==> src/rtl/sgdlr_pkg.sv <==
package sgdlr_pkg;

    localparam int VAL_W     = 32;
    localparam int MAG_W     = 33;
    localparam int PROD_W    = 66;
    localparam int IDX_OUT_W = 5;
    localparam int CFG_IDX_W = 2;
    localparam int CFG_W     = 32;

    localparam logic [1:0] ACT_FEATURE = 2'd0;
    localparam logic [1:0] ACT_TARGET  = 2'd1;
    localparam logic [1:0] ACT_CLEAR   = 2'd2;

    localparam logic [CFG_IDX_W-1:0] REG_LEARNING_RATE   = 2'd0;
    localparam logic [CFG_IDX_W-1:0] REG_FEATURE_COUNT   = 2'd1;
    localparam logic [CFG_IDX_W-1:0] REG_DERIVATIVE_STEP = 2'd2;

    localparam logic [31:0] LR_RESET    = 32'd429497;
    localparam logic [4:0]  FC_RESET    = 5'd1;
    localparam logic [15:0] STEP_RESET  = 16'd66;

    localparam logic        KIND_SUMMARY = 1'b0;
    localparam logic        KIND_COEFF   = 1'b1;

    typedef struct packed {
        logic                 kind;
        logic [IDX_OUT_W-1:0] index;
        logic [VAL_W-1:0]     value;
        logic [VAL_W-1:0]     sq;
        logic                 sat;
        logic                 last;
    } result_t;

    // magnitude of a signed 33-bit value as unsigned 33 bits
    function automatic logic [MAG_W-1:0] mag33(input logic [MAG_W-1:0] v);
        mag33 = v[MAG_W-1] ? (~v + 33'd1) : v;
    endfunction

    function automatic logic [MAG_W-1:0] mag32(input logic [VAL_W-1:0] v);
        mag32 = mag33({v[VAL_W-1], v});
    endfunction

endpackage

==> src/rtl/sgdlr_outbuf.sv <==
module sgdlr_outbuf (
    input  logic                                aclk,
    input  logic                                aresetn,
    input  logic                                res_valid,
    output logic                                res_ready,
    input  sgdlr_pkg::result_t                  res_item,
    output logic                                m_valid,
    input  logic                                m_ready,
    output logic                                m_result_kind,
    output logic [sgdlr_pkg::IDX_OUT_W-1:0]     m_coeff_index,
    output logic signed [sgdlr_pkg::VAL_W-1:0]  m_result_value,
    output logic [sgdlr_pkg::VAL_W-1:0]         m_squared_error,
    output logic                                m_saturated,
    output logic                                m_last
);

    logic               valid_reg;
    sgdlr_pkg::result_t item_reg;

    assign res_ready = !valid_reg || m_ready;

    always_ff @(posedge aclk) begin
        if (!aresetn) begin
            valid_reg <= 1'b0;
        end else if (res_ready) begin
            valid_reg <= res_valid;
        end
        if (res_ready && res_valid) begin
            item_reg <= res_item;
        end
    end

    assign m_valid         = valid_reg;
    assign m_result_kind   = item_reg.kind;
    assign m_coeff_index   = item_reg.index;
    assign m_result_value  = item_reg.value;
    assign m_squared_error = item_reg.sq;
    assign m_saturated     = item_reg.sat;
    assign m_last          = item_reg.last;

endmodule

==> config.mk <==
export PLATFORM = sky130hd
export DESIGN_NAME = sgdlr_outbuf
export DESIGN_NICKNAME = d
export VERILOG_FILES = /design/src/rtl/sgdlr_pkg.sv /design/src/rtl/sgdlr_outbuf.sv
export SDC_FILE = /design/constraint.sdc
export NUM_CORES = 1
export LEC_CHECK = 0
export BUFFER_PORTS_ARGS = -buffer_cell sky130_fd_sc_hd__buf_4
export CAP_MARGIN = 20
export CORE_MARGIN = 2
export CORE_UTILIZATION = 41
export DETAILED_ROUTE_END_ITERATION = 8
export PLACE_DENSITY = 0.79
export SYNTH_ARGS = -nofsm -noshare
export SYNTH_HDL_FRONTEND = slang
export SYNTH_SLANG_ARGS = --single-unit
==> constraint.sdc <==
create_clock -name aclk -period 1.6 [get_ports aclk]
set_input_delay 0.24 -clock aclk [delete_from_list [all_inputs] [get_ports aclk]]
set_output_delay 0.24 -clock aclk [all_outputs]
set_load 0.03 [all_outputs]
## Word level (Yosys, flattened, before mapping)

Cells that the tools add are included.

- Register bits after elaboration: 73
- Bits in latches: 0
- Memory bits (writable): 0
- Bits in read-only memories: 0
- Bits of input ports: 76
- Word-level logic and storage cells: 10
- Memories kept: 0

- Add/subtract/negate cells: 0
- Multipliers: 0
- Divide/modulo/power cells: 0
- Order comparisons: 0
- Eq/ne operators: 0
- Shift operators: 0
- Muxes and demuxes: 0
- Bitwise operators: 0
- Reduce and logical (&&, ||, !) cells: 3

Operators by type and width:

| kind | number |
|---|---|
| $logic_and A1 B1 Y1 | 1 |
| $logic_not A1 Y1 | 1 |
| $logic_or A1 B1 Y1 | 1 |

## Depth between registers and ports, before layout

- Depth in word-level cells: 3
- Depth in mapped cells: 2
- Mapped depth without buffers: 2

## Least setup slack after synthesis

Ideal clock, no wire load.

- Path type: register to register
- Start point: register valid_reg, in the netlist m_valid
- End point: register item_reg, in the netlist m_coeff_index[0] (enable)
- Arrival: 1,221 ps
- Required time: 1,221 ps
- Slack: 0 ps
- Stages on the path, launching flop included: 3
- Path buffers: 0
- Period minus slack after synthesis: 1,600 ps
- Cells stage by stage: dfxtp_1 nand2b_4 and2_4

- Longest elaborated chain between the ends: 3

Ends and longest elaborated chain:

| what | line | text |
|---|---|---|
| start: declaration | sgdlr_outbuf.sv:17 | `logic valid_reg;` |
| start signal: assignment | sgdlr_outbuf.sv:26 | `valid_reg <= res_valid;` |
| $logic_not A1 Y1 | sgdlr_outbuf.sv:20 | `assign res_ready = !valid_reg \|\| m_ready;` |
| $logic_or A1 B1 Y1 | sgdlr_outbuf.sv:20 |  |
| via res_ready | sgdlr_outbuf.sv:5 | `output logic res_ready,` |
| $logic_and A1 B1 Y1 | sgdlr_outbuf.sv:28 | `if (res_ready && res_valid) begin` |
| end signal: assignment | sgdlr_outbuf.sv:29 | `item_reg <= res_item;` |
| end: declaration | sgdlr_outbuf.sv:18 | `sgdlr_pkg::result_t item_reg;` |

The timed path passes the listed nets, and every way through them passes these cells.
A chain may end at the register's enable or synchronous reset.

## Worst setup path in the final report

- Start point: register valid_reg, in the netlist m_valid
- End point: register item_reg, in the netlist m_squared_error[28] (enable)

- Longest elaborated chain between the ends: 3

Ends and longest elaborated chain:

| what | line |
|---|---|
| $logic_not A1 Y1 | sgdlr_outbuf.sv:20 |
| $logic_or A1 B1 Y1 | sgdlr_outbuf.sv:20 |
| $logic_and A1 B1 Y1 | sgdlr_outbuf.sv:28 |

Every way passes these cells.

==> impl_summary.log <==
INFO  metric die_x = 77.58 um
INFO  metric timing.hold.worst.class = in2reg
INFO  metric synth_top_family_by_area = simple AND/OR/NAND/NOR gates
INFO  metric final_worst_clock_skew = 0.005720 ns
INFO  metric power.ir.vdd_worst = 640.9 uV
INFO  metric h-tree-depth = 3
INFO  metric fmax = ~800 MHz
INFO  metric num-nets-final = roughly 320
INFO  metric cts_made_buffers = 9
INFO  metric detailedPlace.worstSlack = 0.3025 ns
INFO  metric hold_viol_final = 0
INFO  metric groute.usage.overall = 15.65%
INFO  metric grt_first_pass_wirelength = between 6000 and 7000 um
INFO  metric syn-instance-count = 77
INFO  metric ff2ff_setup_slack = between 0.3 and 0.4 ns
INFO  metric netlist_area = 2220 um2
INFO  metric cp-end-kind = flip-flop
INFO  metric grt_max_degree = 22
INFO  metric yosys.area_share.xor_xnor = 0%
INFO  metric tritoncts = built
INFO  metric buffer_ports.inserted = around 150
INFO  metric avgSynthCellArea = ~29 um2
INFO  metric die_area = 6019 um2
INFO  metric antenna_violations_before_repair = 0
INFO  metric post_drt_wl_per_cell = roughly 15 um
INFO  metric slew_viol_final = 0
INFO  metric worst_setup_start_kind = flip-flop
INFO  metric grt_pass1_vias = 1370
INFO  metric fp-row-count = 26
INFO  metric tritoncts_num_sinks = 73
INFO  metric post_drt_via_cell_ratio = 4.279
INFO  metric capture_instance_of_the_worst_register_to_register_path = m_squared_error[28]$_DFFE_PP_
INFO  metric synth_top_area_share = 97.41%
INFO  metric share_of_cells_above_drive_strength_1 = 69.80%
INFO  metric path_max_fanout = 21
INFO  metric drt_drc_violations_left = 0
INFO  metric worst_slew_pin_slew = 0.2841 ns
INFO  metric worst_hold_path.num_cells = 1
INFO  metric run_status = finished clean
INFO  metric gr-total-overflow = 0
INFO  metric relative_slew_slack = 81.06%
INFO  metric totalNegativeSetupSlack = 0 ns
INFO  metric period_needed = 1.248 ns
INFO  metric n_antenna_cell = 0
INFO  metric synth-main-ff-cell = edfxtp_1
INFO  metric finalWirelength = ~4600 um
INFO  metric r2r_start = m_valid$_SDFFE_PN0P_
INFO  metric clock_tree.root_cell = clkbuf_8
INFO  metric synth-adder-area-share = 0%
INFO  metric drt.antenna.violating_nets = 0
INFO  metric timing.max_cap.violations = 0
INFO  metric ys_top_cells_by_area = edfxtp_1, dfxtp_1, nand2b_4
INFO  metric power.leakage = 1.551 nW
INFO  metric pwr_density_cell = approximately 1100 nW/um2
INFO  metric cts_hold_buf = 0
INFO  metric ys_seq_elements = 73
INFO  metric core_region_area = 5172 um2
INFO  metric post-synth-top-count-cell = edfxtp_1
INFO  metric worstHoldEndpoint = m_result_value[8]$_DFFE_PP_
INFO  metric synth_nets = roughly 150
INFO  metric hpwl = around 3600 um
INFO  metric synth.distinct_cells = 6
INFO  metric maximum_number_of_buffers_from_clock_root_to_sink = 2
INFO  metric async_reset_ff_share = 0%
INFO  metric worst-r2r-cell-count = 3
INFO  metric unrepaired_setup_endpoints_after_global_routing = false
INFO  metric fin_crit_sh = 78.01%
INFO  metric fraction_of_the_yosys_area_taken_by_sequential_cells = 98.31%
INFO  metric floorplan.initialDensity = between 40 and 50%
INFO  metric yosys_warnings = 0
INFO  metric final-setup-viol-count = 0
INFO  metric timing.setup.critical_path_class = reg2reg
INFO  metric insertion_delay = 0.32 ns
INFO  metric clk_transition_reported_paths = 0.07 ns
INFO  metric synth-edff-count = a little over 70
INFO  metric detailroute.via_count = 1348
INFO  metric synthMuxAreaShare = 0%
INFO  metric flow.area_growth_from_synthesis = 64.43%
INFO  metric initialDrtViolationCount = 67
INFO  metric drt_first_pass_iters = 4
INFO  metric die-height = 77.58 um
INFO  metric report.power.total = 4.028 mW
INFO  metric timing.final.ws_setup = 0.3519 ns
INFO  metric cts_setup_buffers = 0
INFO  metric yosys.area.top_type = edfxtp_1
INFO  metric compound_gate_fraction_of_synth_area = 0.5073%
INFO  metric synth_simple_gate_area_share = approximately 1.0%
INFO  metric postCtsResizedCells = 0
INFO  metric gp_congestion = 0.7029
INFO  metric number_of_top_level_pins = 150
INFO  metric worstHoldStart = res_item[42]
INFO  metric required_worst_endpoint = 1.63 ns
INFO  metric worst_ep_arrival_time = 1.28 ns
cell type report:
type | instances | area, um2
fillers | 351 | 1523
well taps | 70 | 87.58
inverters | 1 | 3.754
clock buffers | 10 | 127.6
multi-input cells | 3 | 33.78
repair buffers | 152 | 1179
flip-flops and latches | 73 | 2183
clock inverters | 6 | 35.03
metrics by stage:
step           cell area (um2)  hold WS, ns  cells  util [%]
3_3_place_gp              3487       0.4182    299     67.42
6_report                  3650      0.08670    315     70.56
5_1_grt                   3650      0.06978    315     70.56
2_1_floorplan             2221       0.3389     77         -
3_5_place_dp              3487       0.4193    299     67.42
4_1_cts                   3650      0.06986    315     70.56
sequential cells by signal (all words and copies together) (netlist names):
name,cells
m_squared_error,32
m_valid,1
m_result_value,32
m_saturated,1
m_last,1
m_result_kind,1
m_coeff_index,5
placed cells by master, fill, tap and decap left out, drive strengths merged:
master      n
nand2b      1
clkinv      4
clkbuf     10
clkinvlp    2
a21boi      1
edfxtp     72
dfxtp       1
and2        1
inv         1
buf       152
metal layers:
metal	share of wire (%)	vias up	GRT usage, %
li1	-	634	-
met1	35	618	17.75
met2	53	87	25.86
met3	10	9	5.698
met4	1.8	0	8.214
met5	0	-	0
logic make-up (layout without fill, tap and decap cells):
logic type,count (synthesis),count (layout)
AO/OA/AOI/OAI,1,1
AND/OR/NAND/NOR,2,2
flip-flops,73,73
buffers and inverters,1,169
power by group:
part,switching [mW],internal [mW]
combinational,0.330,0.266
clock,0.615,0.551
sequential,0.0320,2.23
total,0.977,3.05
critical path, stage by stage (launching register included):
cell	delay, ns
dfxtp_2	0.34
nand2b_4	0.08
and2_4	0.32
buf_12	0.21
worst max path at each step:
stage	from	to	slack [ns]	cells after the start
6_report	m_valid$_SDFFE_PN0P_	m_squared_error[28]$_DFFE_PP_	0.35	3
3_5_place_dp	m_ready	m_result_value[2]$_DFFE_PP_	0.30	4
3_3_place_gp	m_ready	m_coeff_index[3]$_DFFE_PP_	0.32	4
2_1_floorplan	m_valid$_SDFFE_PN0P_	m_coeff_index[0]$_DFFE_PP_	0.08	2
5_1_grt	m_valid$_SDFFE_PN0P_	m_result_value[2]$_DFFE_PP_	0.28	3
4_1_cts	m_valid$_SDFFE_PN0P_	m_coeff_index[3]$_DFFE_PP_	0.33	3
(Power assumes the default switching activity.)
